$ cat src/rtl/emacc_pkg.sv
// ----------------------------------------------------------------------------
// Energy meter accumulator package
// Shared constants, register indexes and the types that pass between the
// serial arithmetic units and the sequencer.
// ----------------------------------------------------------------------------
package emacc_pkg;

  localparam int NUM_CH      = 3;
  localparam int CH_W        = 2;
  localparam int SAMPLE_BITS = 10;

  localparam int ACC_W   = 32;
  localparam int MUL_W   = 16;
  localparam int PROD_W  = 2 * MUL_W;
  localparam int CONST_W = 16;
  localparam int PULSE_W = 8;
  localparam int ROUND_W = 16;
  localparam int POWER_W = 21;
  localparam int BASE_W  = 20;

  localparam logic [CH_W-1:0] CH_LAST = CH_W'(NUM_CH - 1);

  // Power scaling: p = 3600 W per pulse plus or minus ((|rest| >> 16) * 61909) >> 18.
  localparam logic [MUL_W-1:0] POWER_SCALE    = 16'd61909;
  localparam int               POWER_SHIFT    = 18;
  localparam int               REST_SHIFT     = 16;
  localparam int               P_W            = PROD_W - POWER_SHIFT;
  localparam logic [11:0]      WATT_PER_PULSE = 12'd3600;

  // Configuration register indexes.
  localparam int CFG_IDX_W = 3;
  localparam logic [CFG_IDX_W-1:0] CFG_MCONST0 = 3'd0;
  localparam logic [CFG_IDX_W-1:0] CFG_MCONST1 = 3'd1;
  localparam logic [CFG_IDX_W-1:0] CFG_MCONST2 = 3'd2;
  localparam logic [CFG_IDX_W-1:0] CFG_ENABLE  = 3'd3;
  localparam logic [CFG_IDX_W-1:0] CFG_QUANTUM = 3'd4;
  localparam logic [CFG_IDX_W-1:0] CFG_PERIOD  = 3'd5;

  localparam logic [ACC_W-1:0]   QUANTUM_RST = 32'd1000000000;
  localparam logic [ROUND_W-1:0] PERIOD_RST  = 16'd666;

  // Result item layout in out_tdata.
  localparam int OUT_DATA_W = 56;

  // Operation of the serial add/subtract unit.
  typedef struct packed {
    logic sub_b;   // x = a - b instead of a + b
    logic swap_y;  // y = c - x instead of x - c
  } sadd_op_t;

  // Result of one serial pass.
  typedef struct packed {
    logic [ACC_W-1:0] x;
    logic [ACC_W-1:0] y;
    logic             no_borrow;  // y's subtraction did not borrow out
    logic             y_nz;       // y is not zero
  } sadd_res_t;

endpackage

$ cat src/rtl/emacc_mul.sv
// ----------------------------------------------------------------------------
// Serial shift-add multiplier
// Unsigned 16 x 16 multiply, one multiplier bit retired per clock cycle.
// ----------------------------------------------------------------------------
module emacc_mul import emacc_pkg::*; (
  input  logic              clk,
  input  logic              rst_n,
  input  logic              start,
  input  logic [MUL_W-1:0]  mcand,
  input  logic [MUL_W-1:0]  mplier,
  output logic              done,
  output logic [PROD_W-1:0] prod
);

  logic             run_r;
  logic             done_r;
  logic [3:0]       cnt_r;
  logic [MUL_W-1:0] mcand_r;
  logic [MUL_W-1:0] hi_r;
  logic [MUL_W-1:0] lo_r;
  logic [MUL_W-1:0] addend;
  logic [MUL_W:0]   sum;

  assign addend = lo_r[0] ? mcand_r : '0;
  assign sum    = {1'b0, hi_r} + {1'b0, addend};

  always_ff @(posedge clk) begin
    if (!rst_n) begin
      run_r  <= 1'b0;
      done_r <= 1'b0;
      cnt_r  <= '0;
    end else begin
      done_r <= 1'b0;
      if (start) begin
        run_r <= 1'b1;
        cnt_r <= '0;
      end else if (run_r) begin
        cnt_r <= cnt_r + 4'd1;
        if (cnt_r == 4'd15) begin
          run_r  <= 1'b0;
          done_r <= 1'b1;
        end
      end
    end
  end

  // The low half starts as the multiplier and fills with product bits.
  always_ff @(posedge clk) begin
    if (start) begin
      mcand_r <= mcand;
      hi_r    <= '0;
      lo_r    <= mplier;
    end else if (run_r) begin
      hi_r <= sum[MUL_W:1];
      lo_r <= {sum[0], lo_r[MUL_W-1:1]};
    end
  end

  assign done = done_r;
  assign prod = {hi_r, lo_r};

endmodule

$ cat src/rtl/emacc_sadd.sv
// ----------------------------------------------------------------------------
// Bit-serial add/subtract unit
// Forms x = a +/- b and then y = x - c or c - x, one bit per cycle, LSB first.
// ----------------------------------------------------------------------------
module emacc_sadd import emacc_pkg::*; (
  input  logic             clk,
  input  logic             rst_n,
  input  logic             start,
  input  logic [ACC_W-1:0] a,
  input  logic [ACC_W-1:0] b,
  input  logic [ACC_W-1:0] c,
  input  sadd_op_t         op,
  output logic             done,
  output sadd_res_t        res
);

  logic             run_r;
  logic             done_r;
  logic [4:0]       cnt_r;
  sadd_op_t         op_r;
  logic [ACC_W-1:0] a_r;
  logic [ACC_W-1:0] b_r;
  logic [ACC_W-1:0] c_r;
  logic [ACC_W-1:0] x_r;
  logic [ACC_W-1:0] y_r;
  logic             cx_r;
  logic             by_r;
  logic             nz_r;
  logic             bb;
  logic             xb;
  logic             cx_nxt;
  logic             pb;
  logic             qb;
  logic             yb;
  logic             by_nxt;

  always_comb begin
    bb     = b_r[0] ^ op_r.sub_b;
    xb     = a_r[0] ^ bb ^ cx_r;
    cx_nxt = (a_r[0] & bb) | (cx_r & (a_r[0] ^ bb));
    pb     = op_r.swap_y ? c_r[0] : xb;
    qb     = op_r.swap_y ? xb : c_r[0];
    yb     = pb ^ qb ^ by_r;
    by_nxt = (~pb & qb) | (~(pb ^ qb) & by_r);
  end

  always_ff @(posedge clk) begin
    if (!rst_n) begin
      run_r  <= 1'b0;
      done_r <= 1'b0;
      cnt_r  <= '0;
    end else begin
      done_r <= 1'b0;
      if (start) begin
        run_r <= 1'b1;
        cnt_r <= '0;
      end else if (run_r) begin
        cnt_r <= cnt_r + 5'd1;
        if (cnt_r == 5'd31) begin
          run_r  <= 1'b0;
          done_r <= 1'b1;
        end
      end
    end
  end

  always_ff @(posedge clk) begin
    if (start) begin
      op_r <= op;
      a_r  <= a;
      b_r  <= b;
      c_r  <= c;
      cx_r <= op.sub_b;
      by_r <= 1'b0;
      nz_r <= 1'b0;
    end else if (run_r) begin
      a_r  <= {1'b0, a_r[ACC_W-1:1]};
      b_r  <= {1'b0, b_r[ACC_W-1:1]};
      c_r  <= {1'b0, c_r[ACC_W-1:1]};
      x_r  <= {xb, x_r[ACC_W-1:1]};
      y_r  <= {yb, y_r[ACC_W-1:1]};
      cx_r <= cx_nxt;
      by_r <= by_nxt;
      nz_r <= nz_r | yb;
    end
  end

  assign done          = done_r;
  assign res.x         = x_r;
  assign res.y         = y_r;
  assign res.no_borrow = ~by_r;
  assign res.y_nz      = nz_r;

endmodule

$ cat src/rtl/energy_meter_accumulator.sv
// ----------------------------------------------------------------------------
// Energy meter accumulator
// Three-channel energy metering of ADC samples with windowed power output.
// ----------------------------------------------------------------------------
//
//   Channel | Direction | Handshake             | Contents
//   --------+-----------+-----------------------+-------------------------------
//   in_     | input     | in_tvalid / in_tready | one ADC sample item
//   out_    | output    | out_tvalid/out_tready | one result item per sample
//   cfg_    | input     | cfg_we                | register write, no read-back
//
// An item on a disabled channel skips the arithmetic. On an enabled channel
// the product constant * sample is formed in the shift-add multiplier, and
// the accumulator update and quantum compare then run in the bit-serial
// adder. At the end of a window a second serial pass and a second multiply
// form the power. Reset is synchronous and active low; it clears all
// channel state and loads the register defaults. A new item is accepted
// while the previous result still waits on out_tready; its result waits in
// turn until the output register is free.
//
module energy_meter_accumulator import emacc_pkg::*; (
  input  logic                  clk,
  input  logic                  rst_n,
  // in_tdata: sample [9:0], zeros above
  input  logic                  in_tvalid,
  output logic                  in_tready,
  input  logic [15:0]           in_tdata,
  // out_tdata: channel [1:0], pulse [2], energy_count [34:3],
  //            power_watts [55:35]
  output logic                  out_tvalid,
  input  logic                  out_tready,
  output logic [OUT_DATA_W-1:0] out_tdata,
  // out_tuser: power_valid [0]
  output logic                  out_tuser,
  input  logic                  cfg_we,
  input  logic [CFG_IDX_W-1:0]  cfg_index,
  input  logic [ACC_W-1:0]      cfg_wdata
);

  // Sequencer states.
  localparam logic [2:0] S_IDLE = 3'd0;
  localparam logic [2:0] S_MUL  = 3'd1;
  localparam logic [2:0] S_ADD  = 3'd2;
  localparam logic [2:0] S_POW  = 3'd3;
  localparam logic [2:0] S_PMUL = 3'd4;
  localparam logic [2:0] S_DONE = 3'd5;

  // Configuration registers.
  logic [CONST_W-1:0] mconst_r [NUM_CH];
  logic [NUM_CH-1:0]  en_r;
  logic [ACC_W-1:0]   quantum_r;
  logic [ROUND_W-1:0] period_r;

  // Per-channel metering state. The start of a window is implied by the
  // previous end, so only the window end is kept.
  logic [ACC_W-1:0]   accum_r  [NUM_CH];
  logic [ACC_W-1:0]   units_r  [NUM_CH];
  logic [PULSE_W-1:0] wpulse_r [NUM_CH];
  logic [PULSE_W-1:0] lpulse_r [NUM_CH];
  logic [ACC_W-1:0]   aend_r   [NUM_CH];
  logic [NUM_CH-1:0]  lock_r;

  logic [2:0]         state_r;
  logic [CH_W-1:0]    chan_r;
  logic [ROUND_W-1:0] round_r;
  logic               lock_eff_r;
  logic               pulse_r;
  logic               pvalid_r;
  logic               neg_r;
  logic [BASE_W-1:0]  base_r;
  logic [POWER_W-1:0] power_r;

  logic                  out_valid_r;
  logic [OUT_DATA_W-1:0] out_data_r;
  logic                  out_user_r;

  // Serial units.
  logic              mul_start;
  logic [MUL_W-1:0]  mul_a;
  logic [MUL_W-1:0]  mul_b;
  logic              mul_done;
  logic [PROD_W-1:0] mul_prod;
  logic              sadd_start;
  logic [ACC_W-1:0]  sadd_a;
  logic [ACC_W-1:0]  sadd_b;
  logic [ACC_W-1:0]  sadd_c;
  sadd_op_t          sadd_op;
  logic              sadd_done;
  sadd_res_t         sadd_res;

  logic               in_acc;
  logic               ch_en;
  logic               gt;
  logic [ACC_W-1:0]   acc_new;
  logic [PULSE_W-1:0] wp_new;
  logic               do_latch;
  logic [ACC_W-1:0]   mag;
  logic               out_free;
  logic [CH_W-1:0]    chan_nxt;
  logic [ROUND_W-1:0] round_inc;
  logic [POWER_W-1:0] power_nxt;

  assign in_tready = (state_r == S_IDLE);
  assign in_acc    = in_tvalid && in_tready;
  assign ch_en     = en_r[chan_r];
  assign out_free  = !out_valid_r || out_tready;

  // Accumulator compare: the sum exceeds the quantum when sum - quantum
  // neither borrows nor is zero. With a zero quantum y equals x.
  assign gt       = sadd_res.no_borrow && sadd_res.y_nz;
  assign acc_new  = gt ? sadd_res.y : sadd_res.x;
  assign wp_new   = gt ? wpulse_r[chan_r] + PULSE_W'(1) : wpulse_r[chan_r];
  assign do_latch = (round_r == period_r) && !lock_eff_r;

  // Power pass leaves x = end_old - end_new and y = end_new - end_old.
  assign mag = sadd_res.y[ACC_W-1] ? sadd_res.x : sadd_res.y;

  assign power_nxt = neg_r
      ? POWER_W'({1'b0, base_r} - {{(POWER_W - P_W){1'b0}}, mul_prod[PROD_W-1:POWER_SHIFT]})
      : POWER_W'({1'b0, base_r} + {{(POWER_W - P_W){1'b0}}, mul_prod[PROD_W-1:POWER_SHIFT]});

  assign chan_nxt  = (chan_r == CH_LAST) ? '0 : chan_r + CH_W'(1);
  assign round_inc = (chan_nxt == '0) ? round_r + ROUND_W'(1) : round_r;

  always_comb begin
    mul_start  = 1'b0;
    mul_a      = mconst_r[chan_r];
    mul_b      = {{(MUL_W - SAMPLE_BITS){1'b0}}, in_tdata[SAMPLE_BITS-1:0]};
    sadd_start = 1'b0;
    sadd_a     = accum_r[chan_r];
    sadd_b     = mul_prod;
    sadd_c     = quantum_r;
    sadd_op    = '{sub_b: 1'b0, swap_y: 1'b0};
    case (state_r)
      S_IDLE: begin
        mul_start = in_acc && ch_en;
      end
      S_MUL: begin
        sadd_start = mul_done;
      end
      S_ADD: begin
        sadd_start = sadd_done && do_latch;
        sadd_a     = aend_r[chan_r];
        sadd_b     = acc_new;
        sadd_c     = '0;
        sadd_op    = '{sub_b: 1'b1, swap_y: 1'b1};
      end
      S_POW: begin
        mul_start = sadd_done;
        mul_a     = POWER_SCALE;
        mul_b     = mag[ACC_W-1:REST_SHIFT];
      end
      default: begin
      end
    endcase
  end

  emacc_mul u_mul (
    .clk    (clk),
    .rst_n  (rst_n),
    .start  (mul_start),
    .mcand  (mul_a),
    .mplier (mul_b),
    .done   (mul_done),
    .prod   (mul_prod)
  );

  emacc_sadd u_sadd (
    .clk   (clk),
    .rst_n (rst_n),
    .start (sadd_start),
    .a     (sadd_a),
    .b     (sadd_b),
    .c     (sadd_c),
    .op    (sadd_op),
    .done  (sadd_done),
    .res   (sadd_res)
  );

  // Configuration writes.
  always_ff @(posedge clk) begin
    if (!rst_n) begin
      for (int i = 0; i < NUM_CH; i++) begin
        mconst_r[i] <= '0;
      end
      en_r      <= '0;
      quantum_r <= QUANTUM_RST;
      period_r  <= PERIOD_RST;
    end else if (cfg_we) begin
      case (cfg_index)
        CFG_MCONST0: mconst_r[0] <= cfg_wdata[CONST_W-1:0];
        CFG_MCONST1: mconst_r[1] <= cfg_wdata[CONST_W-1:0];
        CFG_MCONST2: mconst_r[2] <= cfg_wdata[CONST_W-1:0];
        CFG_ENABLE:  en_r        <= cfg_wdata[NUM_CH-1:0];
        CFG_QUANTUM: quantum_r   <= cfg_wdata;
        CFG_PERIOD:  period_r    <= cfg_wdata[ROUND_W-1:0];
        default: begin
        end
      endcase
    end
  end

  // Sequencer and channel state.
  always_ff @(posedge clk) begin
    if (!rst_n) begin
      state_r     <= S_IDLE;
      chan_r      <= '0;
      round_r     <= '0;
      lock_r      <= '0;
      lock_eff_r  <= 1'b0;
      pulse_r     <= 1'b0;
      pvalid_r    <= 1'b0;
      out_valid_r <= 1'b0;
      for (int i = 0; i < NUM_CH; i++) begin
        accum_r[i]  <= '0;
        units_r[i]  <= '0;
        wpulse_r[i] <= '0;
        lpulse_r[i] <= '0;
        aend_r[i]   <= '0;
      end
    end else begin
      // The output register refills on the edge that empties it.
      if (state_r == S_DONE && out_free) begin
        out_valid_r <= 1'b1;
      end else if (out_valid_r && out_tready) begin
        out_valid_r <= 1'b0;
      end
      case (state_r)
        S_IDLE: begin
          if (in_acc) begin
            pulse_r  <= 1'b0;
            pvalid_r <= 1'b0;
            if (ch_en) begin
              // Round zero releases the channel's latch lock.
              if (round_r == '0) begin
                lock_r[chan_r] <= 1'b0;
                lock_eff_r     <= 1'b0;
              end else begin
                lock_eff_r     <= lock_r[chan_r];
              end
              state_r <= S_MUL;
            end else begin
              state_r <= S_DONE;
            end
          end
        end
        S_MUL: begin
          if (mul_done) begin
            state_r <= S_ADD;
          end
        end
        S_ADD: begin
          if (sadd_done) begin
            accum_r[chan_r] <= acc_new;
            pulse_r         <= gt;
            if (gt) begin
              units_r[chan_r] <= units_r[chan_r] + ACC_W'(1);
            end
            if (do_latch) begin
              aend_r[chan_r]   <= acc_new;
              lpulse_r[chan_r] <= wp_new;
              wpulse_r[chan_r] <= '0;
              lock_r[chan_r]   <= 1'b1;
              pvalid_r         <= 1'b1;
              state_r          <= S_POW;
            end else begin
              wpulse_r[chan_r] <= wp_new;
              state_r          <= S_DONE;
            end
          end
        end
        S_POW: begin
          if (sadd_done) begin
            state_r <= S_PMUL;
          end
        end
        S_PMUL: begin
          if (mul_done) begin
            state_r <= S_DONE;
          end
        end
        S_DONE: begin
          if (out_free) begin
            chan_r      <= chan_nxt;
            // A round beyond the period, also after the period was lowered,
            // starts over at zero.
            round_r     <= (round_inc > period_r) ? '0 : round_inc;
            state_r     <= S_IDLE;
          end
        end
        default: begin
          state_r <= S_IDLE;
        end
      endcase
    end
  end

  // Power datapath and output payload.
  always_ff @(posedge clk) begin
    if (in_acc) begin
      power_r <= '0;
    end
    if (state_r == S_POW && sadd_done) begin
      neg_r  <= sadd_res.y[ACC_W-1];
      base_r <= BASE_W'(lpulse_r[chan_r]) * BASE_W'(WATT_PER_PULSE);
    end
    if (state_r == S_PMUL && mul_done) begin
      power_r <= power_nxt;
    end
    if (state_r == S_DONE && out_free) begin
      out_data_r <= {power_r, units_r[chan_r], pulse_r, chan_r};
      out_user_r <= pvalid_r;
    end
  end

  assign out_tvalid = out_valid_r;
  assign out_tdata  = out_data_r;
  assign out_tuser  = out_user_r;

  // The channel index never leaves the range of existing channels.
  a_chan_range: assert property (@(posedge clk) disable iff (!rst_n)
    chan_r <= CH_LAST)
    else $error("channel index out of range");

  // Without a new power value the power field reads zero.
  a_power_zero: assert property (@(posedge clk) disable iff (!rst_n)
    (out_valid_r && !out_user_r) |-> (out_data_r[OUT_DATA_W-1:35] == '0))
    else $error("power field not zero without power_valid");

  // Pulses and power values only come from enabled channels.
  a_enabled_only: assert property (@(posedge clk) disable iff (!rst_n)
    (out_valid_r && (out_data_r[2] || out_user_r)) |-> en_r[out_data_r[1:0]])
    else $error("pulse or power on a disabled channel");

  // The two serial units are never finishing at the same time.
  a_units_apart: assert property (@(posedge clk) disable iff (!rst_n)
    !(mul_done && sadd_done))
    else $error("multiplier and serial adder done together");

endmodule

$ cat config.mk
export PLATFORM = sky130hd
export DESIGN_NAME = energy_meter_accumulator
export DESIGN_NICKNAME = d
export VERILOG_FILES = /design/src/rtl/emacc_pkg.sv /design/src/rtl/emacc_mul.sv /design/src/rtl/emacc_sadd.sv /design/src/rtl/energy_meter_accumulator.sv
export SDC_FILE = /design/constraint.sdc
export NUM_CORES = 1
export LEC_CHECK = 0
export ABC_CLOCK_PERIOD_IN_PS = 5760
export BUFFER_PORTS_ARGS = -buffer_cell sky130_fd_sc_hd__buf_2
export CAP_MARGIN = 25
export CORE_ASPECT_RATIO = 1.2
export CORE_MARGIN = 5
export CORE_UTILIZATION = 45
export CTS_BUF_LIST = sky130_fd_sc_hd__clkbuf_8 sky130_fd_sc_hd__clkbuf_16
export DETAILED_ROUTE_END_ITERATION = 12
export GPL_TIMING_DRIVEN = 1
export SYNTH_ARGS = -nofsm -noshare
export SYNTH_HDL_FRONTEND = slang
export SYNTH_SLANG_ARGS = --single-unit
export TNS_END_PERCENT = 50
$ cat constraint.sdc
create_clock -name clk -period 5.76 [get_ports clk]
set_input_delay 0.288 -clock clk [delete_from_list [all_inputs] [get_ports clk]]
set_output_delay 0.288 -clock clk [all_outputs]
set_load 0.01 [all_outputs]
* Word level (Yosys, flattened, before mapping)
Memory sizes are Yosys's and may differ from the RTL's. A register that Yosys moved wholly into a read port is not among the register bits. Cells that the tools add are included.
Storage, ports and cells: word-level logic and storage cells 271, bits in writable memories 384, bits of input ports 56, output and inout bits 59, memories 6, bits in registers 384
Memory list:
- accum_r | depth 3, bits a word 32, read ports 1, clocked after Yosys merged registers in 1, wr ports 3, line energy_meter_accumulator.sv:56 | logic [ACC_W-1:0] accum_r [NUM_CH];
- aend_r | depth 3, bits a word 32, read ports 1, clocked after Yosys merged registers in 1, wr ports 3, line energy_meter_accumulator.sv:60 | logic [ACC_W-1:0] aend_r [NUM_CH];
- units_r | depth 3, bits a word 32, read ports 1, clocked after Yosys merged registers in 1, wr ports 3, line energy_meter_accumulator.sv:57 | logic [ACC_W-1:0] units_r [NUM_CH];
- mconst_r | depth 3, bits a word 16, read ports 1, clocked after Yosys merged registers in 1, wr ports 3, line energy_meter_accumulator.sv:49 | logic [CONST_W-1:0] mconst_r [NUM_CH];
- lpulse_r | depth 3, bits a word 8, read ports 1, clocked after Yosys merged registers in 1, wr ports 3, line energy_meter_accumulator.sv:59 | logic [PULSE_W-1:0] lpulse_r [NUM_CH];
- wpulse_r | depth 3, bits a word 8, read ports 1, clocked after Yosys merged registers in 1, wr ports 3, line energy_meter_accumulator.sv:58 | logic [PULSE_W-1:0] wpulse_r [NUM_CH];
Operators by class: muxes and demuxes 128, bitwise gates (word level) 26, eq/ne operators 23, reductions and logical operators 41, multipliers 1, order comparisons 3, add/subtract/negate cells 9
Operators with widths (number):
- two-way mux 32 bit | 14
- two-way mux 16 bit | 9
- OR reduction 32 bit | 3
- two-way mux 21 bit | 3
- two-way mux 1 bit | 59
- two-way mux 3 bit | 13
- two-way mux 2 bit | 17
- adder 32 x 1 -> 32 bit (second input constant) | 1
- two-way mux 8 bit | 4
- adder 20 x 14 -> 21 bit | 1
- subtractor 20 x 14 -> 21 bit | 1
- case mux 3 bit (6 select lines) | 1
- adder 16 x 16 -> 17 bit | 1
- adder 16 x 1 -> 16 bit (second input constant) | 1
- equality test 16 bit | 1
- greater-than comparator 16 bit | 1
- zero test 16 bit | 1
- multiplier 8 x 8 -> 16 bit (second input constant) | 1
- OR reduction 8 bit | 2
- != test 2 x 1 -> 1 bit (second input constant) | 7
- equality test 3 x 2 -> 1 bit (second input constant) | 4
- equality test 3 bit (second input constant) | 4
- AND reduction 6 bit | 2
- logical AND 1 bit | 10
- 32 further kinds | 70

* Depth between registers and ports, before layout
Gate-level depths: netlist of the first run.
depth in word-level cells 10, gate-level depth with buffers 22, mapped depth without buffers 14

* Modules after synthesis
From an unflattened synthesis of the first run, not the netlist that was laid out.
Second synthesis, totals: cells, all modules 3013, area total of the unflattened synthesis 40827.9 um^2
By module, submodules not included:
- energy_meter_accumulator | seq. area each 19368.6 um^2, cells an instance 2452, times used 1, area an instance 31539.0 um^2
- emacc_sadd | seq. area each 5074.9 um^2, cells an instance 315, times used 1, area an instance 6527.5 um^2
- emacc_mul | seq. area each 1401.3 um^2, cells an instance 246, times used 1, area an instance 2761.4 um^2

* Least setup slack after synthesis of the first run
No wires, ideal clock.
path type register to register, from reg with a tool-made name, to reg base_r[19], data pin, path slack 0.541 ns, data required time 5.499 ns, period minus slack after synthesis 5.219 ns, buffers on the path 8, arrival 4.957 ns, setup time 0.261 ns, stages on the path, launching flop included 23, path through dfxtp_1 -> buf_4 -> buf_12 -> buf_12 -> buf_6 -> buf_6 -> buf_6 -> buf_6 -> buf_4 -> mux4_2 -> fa_1 -> ha_1 -> ha_1 -> ha_1 -> ha_1 -> fa_1 -> a21oi_1 -> nor2_1 -> nor2_1 -> o21bai_1 -> a21oi_1 -> o21ai_0 -> xnor2_1
RTL lines:
- to (signal assigned) | line energy_meter_accumulator.sv:305 | base_r <= BASE_W'(lpulse_r[chan_r]) * BASE_W'(WATT_PER_PULSE);
- to (decl) | line energy_meter_accumulator.sv:70 | logic [BASE_W-1:0] base_r;

==> metrics.txt, run 1 <==
run status=finished, final reports clean; mapped cell area=0.0401 mm^2; commonest non-fill, non-tap cell in the layout=edfxtp_1; # DRC=0; FF+latch count, synth=between 800 and 900; hold path start=in_tdata[6]; Final Critical Period=approximately 4300 ps; initial core utilization=45.1%; maximum clock insertion buffer count=3; most frequent cells in the layout=edfxtp_1, nor2_1, nand2_1; worst slack, placed=1480 ps; crit path launch type=register; largest net degree at the start of global routing=105; Hold WC Path Type=input pin to register; Core ar.=0.0889 mm^2; CTS tree=yes; WHS Endpoint=u_mul.lo_r[6]; register area share after synthesis=between 60% and 70%; logic gate share of total power=15.4%; I/O pin count=between 100 and 150; internal power=roughly 12 mW; Worst Hold Path Cells=3; Net Count, Synth=around 3200; Initial DRC Count=about 1900; Max Slew Vio Count=0; FMAX=approximately 230 MHz; worst slew pin tran=1050 ps; Worst VDD drop=roughly 240 uV; Mapped Cells=2995; Tcrit/Tclk final=between 70 and 80%; cts bufs inserted=90; port bufs=between 100 and 150; Clk pwr share=a little under two fifths; final net count=3276; fin worst setup slack=1480 ps; Worst Setup Path Type=register to register; DIE WIDTH=282 um; share of the core filled with cells=between 50% and 60%; CTS clk-pin slew, worst paths=60 ps; R2R cell count=14; die area=0.0952 mm^2; Distinct cells, synth=75; YS warnings=0; Arrival @ worst endpoint=around 4700 ps; WL final=approximately 95000 um; CTS sink count=approximately 900; Root Buffer=clkbuf_16; worst skew pair latency=~660 ps; setup TNS=0 ps; number of synthesized flops with an enable pin=785; H-tree levels=3; Post-DP HPWL=a little under 60000 um; total number of vias=around 24000; Layout area overhead=12.7%; Top FF cell, synth=edfxtp_1; critical-path maximum fanout=9; relative slew slack=~28%; required time of the critical path=between 6000 and 7000 ps; vias in the first global route=25300; height of the chip=approximately 340 um; FF-to-FF setup slack=1480 ps; num rows=120; GRT overflow=0; Vias/cell=between 5 and 6; post-route antenna net violation count=0; unrepaired setup endpoints after global routing=no; ys async rst share=0%; cts repair resizes=0; Power Density=354 mW/mm^2; ratio of cells with drive above 1 in the final layout=about 15%; Setup violations, final=0; initial antenna violation count=2; part of the power in registers=between 40% and 50%; clock skew=roughly 27 ps; first-pass GRT wire length=around 150000 um; postcts setup bufs=0; r2r endpoint=base_r[19]; Net Sw Frac=roughly a quarter; gr usage total=approximately 20%; Critical Path End Type=register; final hold violations=0; WL/cell=approximately 22 um; Switch Pwr=roughly 4.2 mW; Syn Area/Cell=around 13 um^2; Final Wtd Congestion=between 0.8 and 0.9; MaxCap Viol Count=0; leakage power=between 15 and 20 nW; Pre-antenna DRT Iters=5
stage by stage:
step | cells | hold slack (ps) | instance area [um^2] | power, mW
final | 4345 | 47.4 | 45200 | 16.0
after global routing | 4344 | 47.2 | 45200 | 16.7
after CTS | 4341 | 1.48 | 45200 | 16.1
after detailed placement | 4143 | 405 | 41900 | 10.2
after global placement | 4137 | 411 | 41800 | 10.2
after floorplan | 2995 | 400 | 40100 | 9.55
routing by layer:
layer | part of all wire, % | global-route usage, %
met5 | 0.014 | 0
met1 | 41 | 25.9
met4 | 2.7 | 5.75
met3 | 6.0 | 2.96
met2 | 51 | 34.9
final cells by class:
cell class,instances,area (um^2)
fillers,7598,43700
flip-flops and latches,897,25800
multi-input cells,1790,13100
clock buffers,94,2320
well taps,1159,1450
repair buffers,199,1350
clock inverters,72,639
inverters,133,500
diodes,1,2.50
power groups by stage:
stage               sequential (mW)  combinational, mW  clock (mW)
floorplan                      7.71               1.84           0
global placement               7.76               2.40           0
detailed placement             7.78               2.44           0
CTS                            7.65               2.48        5.98
global route                   7.68               2.74        6.27
finish                         7.64               2.47        5.87
state kept, by name, summed over array words and instances, names as in the netlist, 21 cells and up, named ones only:
register and count:
u_sadd.a_r 32, mconst_r 48, u_sadd.x_r 32, u_sadd.c_r 32
out_tdata 56, lpulse_r 32, u_sadd.y_r 32, power_r 21
accum_r 128, u_sadd.b_r 32, units_r 128, quantum_r 32
aend_r 128, wpulse_r 32
worst max-delay path, cell delays in order, from the launching register on:
cell and delay [ps]:
dfxtp_4 470, mux4_2 600, fa_1 570, ha_1 230, ha_1 270, ha_1 300, ha_1 230, fa_1 410
a21oi_1 150, nor2_1 50, nor2_1 150, o21bai_1 80, a21oi_1 220, o21ai_0 140, xnor2_1 150
cell families after synthesis:
logic type      Yosys count  synth area share (%)
compound gates          337                  6.12
fa+ha+maj               109                  3.63
buf+inv                 308                  3.16
simple gates           1013                  11.2
xor+xnor                120                  2.64
mux                     211                  8.82
flops                   897                  64.4
cells in the mapped netlist, types with 5 or more instances:
cell / instances / area (um^2)
o21a_1: 5 / 37.5
inv_1: 133 / 499
ha_1: 97 / 1210
nand3_1: 62 / 310
nor3_1: 28 / 140
fa_1: 12 / 240
and2_1: 44 / 275
xnor2_1: 51 / 447
mux4_2: 112 / 2520
nor2_1: 478 / 1790
a21boi_0: 40 / 300
buf_2: 8 / 40.0
mux2_2: 17 / 191
or3_1: 10 / 62.6
a21o_1: 14 / 105
xor2_1: 68 / 596
a31oi_1: 5 / 31.3
nor4_1: 5 / 31.3
and3_1: 47 / 294
o22ai_1: 6 / 37.5
a21oi_1: 62 / 310
buf_6: 7 / 78.8
nand2b_1: 19 / 119
nand2_1: 250 / 938
nor3b_1: 5 / 37.5
edfxtp_1: 785 / 23600
mux2i_1: 82 / 821
buf_1: 6 / 22.5
a221o_1: 52 / 521
o211ai_1: 8 / 60.1
nand4_1: 19 / 119
o221ai_1: 13 / 114
o21ai_0: 51 / 255
clkbuf_1: 148 / 556
a22o_1: 31 / 272
o31ai_1: 18 / 135
o21bai_1: 5 / 37.5
nor2b_1: 20 / 125
dfxtp_1: 112 / 2240
what timing repair did:
action / in CTS / in global routing
hold buffers: 32 / 0
setup endpoints to repair: 0 / 0
endpoints found under the hold margin: 54 / 0
how the worst max path moves through the flow:
stage,depth (start not counted),startpoint,endpoint,slack (ps)
floorplan,22,register,base_r[19],540
global placement,14,register,base_r[19],1470
detailed placement,14,register,base_r[19],1480
CTS,14,register,base_r[19],1460
global route,14,register,base_r[19],1200
finish,14,register,base_r[19],1480
No activity file was read; power rests on OpenSTA's default activity.
==> inputs of run 2 (changes only) <==
--- a/config.mk
+++ b/config.mk
@@ -5,7 +5,8 @@
 export SDC_FILE = /design/constraint.sdc
 export NUM_CORES = 1
 export LEC_CHECK = 0
-export ABC_CLOCK_PERIOD_IN_PS = 5760
+export ABC_AREA = 1
+export ABC_CLOCK_PERIOD_IN_PS = 3700
 export BUFFER_PORTS_ARGS = -buffer_cell sky130_fd_sc_hd__buf_2
 export CAP_MARGIN = 25
 export CORE_ASPECT_RATIO = 1.2
==> constraint.sdc (replaced) <==
create_clock -name clk -period 3.7 [get_ports clk]
set_input_delay 0.185 -clock clk [delete_from_list [all_inputs] [get_ports clk]]
set_output_delay 0.185 -clock clk [all_outputs]
set_load 0.01 [all_outputs]
==> run 2 against run 1 <==
Net effect:
- register-to-register slack got worse by 1400 ps
- sequential power increased by 57%
- via count rose by 22%
- non-clock buffer count up 35
- worst hold slack better by 23 ps
- sequential cell count unchanged
- critical path type unchanged
- critical endpoint is now base_r[17]
- largest cell class unchanged
==> metrics.txt, run 2 <==
mapped cell area=0.0415 mm^2 (+3.6%); Core ar.=0.0919 mm^2 (+3.4%); design area=0.0473 mm^2 (+4.7%); most common cell in the netlist=nand2_1; critical-path maximum fanout=18 (+9); initial core utilization=45.2% (+0.094 points); leakage power=18.7 nW (+14%); height of the chip=343 um (+1.7%); port bufs=108 (unchanged); post-route antenna net violation count=0 (unchanged); Arrival @ worst endpoint=4010 ps (-660 ps); synth top area cells=edfxtp_1, nand2_1, nor2_1, dfxtp_1, o21ai_0; Worst Setup Path Type=register to register; Slowest-stage cell, CP=fa_1; Post-Place Cells=5428 (+31%); vias in the first global route=29100 (+15%); worst skew pair latency=670 ps (about the same); Root Buffer=clkbuf_16; FMAX=277 MHz (+19%); top flop regs=accum_r x128, aend_r x128, units_r x128; WL/cell=19.0 um (-14%); Buf+Inv Stages, Crit Path=1 (+1); Setup violations, final=0 (unchanged); GRT overflow=0 (unchanged); CTS clk-pin slew, worst paths=60 ps (about the same); CTS tree=yes; final hold violations=0 (unchanged); # DRC=0 (unchanged); CTS sink count=897 (unchanged); Final Critical Period=3600 ps (-671 ps); Pre-antenna DRT Iters=6 (+1); WL final=107000 um (+12%); ant diodes=0 (-1); worst slew pin tran=967 ps (-78.3 ps); Power Density=592 mW/mm^2 (+67%); cts bufs inserted=92 (+2.2%); Distinct cells, synth=52 (-31%); Critical Path End Type=register; ys async rst share=0% (unchanged); Net Count, Synth=4370 (+38%); relative slew slack=35.1% (+6.8 points); ratio of cells with drive above 1 in the final layout=10.9% (-3.9 points); I/O pin count=115 (unchanged); Yosys top cell by area=edfxtp_1; Post-DP Area=0.0437 mm^2 (+4.4%); Vias/cell=5.28 (-6.0%); Tcrit/Tclk final=97.4% (+23 points); share of the synthesized area in the top cell type=56.8% (-2.0 points); Hold WC Path Type=input pin to register; Top FF cell, synth=edfxtp_1; YS warnings=0 (unchanged); die area=0.0985 mm^2 (+3.5%); Initial DRC Count=2506 (+32%); FILL cells=8424 (+11%); Syn Area/Cell=9.88 um^2 (-26%); most frequent cells in the layout=nand2_1, edfxtp_1, nor2_1; gr usage total=21.6% (+1.6 points); H-tree levels=3 (unchanged); number of synthesized flops with an enable pin=785 (unchanged); maximum clock insertion buffer count=3 (unchanged); largest net degree at the start of global routing=99 (-5.7%); Mapped Cells=4205 (+40%); total number of vias=29800 (+22%); final net count=4500 (+37%); MaxCap Viol Count=0 (unchanged); Layout area overhead=14.0%; first-pass GRT wire length=167000 um (+13%); Max Slew Vio Count=0 (unchanged); num rows=122 (+1.7%); run status=finished, final reports clean; total power draw=28.0 mW (+75%); FF+latch count, synth=897 (unchanged); synth cell count leaders=nand2_1, edfxtp_1, nor2_1; CP Cell Sequence=inv_8, nor2_1, o22ai_2, fa_1, ha_1, ha_1, ha_1, ha_2, fa_2, nand3_2, nand2_2, a21oi_1, nor2_1, nor2_1, xnor2_1; final cell count without fillers=5650 (+30%); crit path launch type=register; DIE WIDTH=287 um (+1.7%); max incr delay on CP=450 ps (-150 ps); commonest non-fill, non-tap cell in the layout=nand2_1; share of the core filled with cells=51.5% (+0.67 points); unrepaired setup endpoints after global routing=yes; initial antenna violation count=0 (-2); required time of the critical path=4100 ps (-2060 ps); register area share after synthesis=62.2% (-2.2 points); Post-DP HPWL=66000 um (+12%); clock skew=24.7 ps (-2.36 ps); Final Wtd Congestion=0.861 (-3.6%); Worst VDD drop=502 uV (+110%); family with the most delay on the worst path=adder cells
-- run 2: per-layer routing --
| layer | global-route usage [%] | up-vias | wire [um] |
|---|---|---|---|
| met5 | 0 | - | 0 |
| met4 | 6.40 | 0 | 2390 |
| met1 | 29.9 | 14300 | 47400 |
| met2 | 35.7 | 834 | 51100 |
| met3 | 2.99 | 161 | 6290 |
| li1 | - | 14500 | - |
-- run 2: logic make-up after synthesis --
logic type	Yosys count	synth area share, %
mux	3	0.0723
compound gates	648	8.34
simple gates	1934	19.2
buf+inv	557	5.44
xor+xnor	57	1.24
fa+ha+maj	109	3.50
flops	897	62.2
-- run 2: layout make-up --
class / count / area, um^2 / share of cell area [%]
clock buffer: 101 / 2460 / 5.20
clock inverter: 68 / 607 / 1.28
inverter: 359 / 1360 / 2.88
multi-input combinational: 2751 / 13800 / 29.2
sequential: 897 / 25800 / 54.6
tap: 1240 / 1550 / 3.28
timing repair buffer: 234 / 1730 / 3.65
-- run 2: tightest hold or removal path, cell delays in order --
cell and delay, ps:
buf_2 110, nand2_1 90, inv_1 80, nand3_1 130, o21ai_0 90
-- run 2: final timing paths --
kind              slack [ps]             to       start  cells after the start
setup reg to reg         100     base_r[17]    register                     15
hold / removal            70        pulse_r       rst_n                      5
setup / recovery         100     base_r[17]    register                     15
hold reg to reg          420  out_tdata[44]  power_r[9]                      0
-- run 2: metrics by stage --
step                setup slack, ps  setup TNS, ps  hold WS, ps
global placement               75.1              0          399
global route                   -132           -132         66.5
detailed placement             37.6              0          403
floorplan                      -367         -35860          311
CTS                            15.8              0         5.49
finish                         95.4              0         70.3
-- run 2: what timing repair did --
action                                  CTS  global route
setup buffers                             0             6
endpoints found under the hold margin    92             0
endpoints found under the setup margin    0            31
hold buffers                             46             0
gates resized for setup                   0             4
-- run 2: power breakdown --
part / leakage, nW / switching (mW) / internal [mW]
Combinational: 8.79 / 4.20 / 2.44
Sequential: 8.37 / 0.251 / 11.7
Clock: 1.57 / 3.96 / 5.42
Total: 18.7 / 8.41 / 19.6
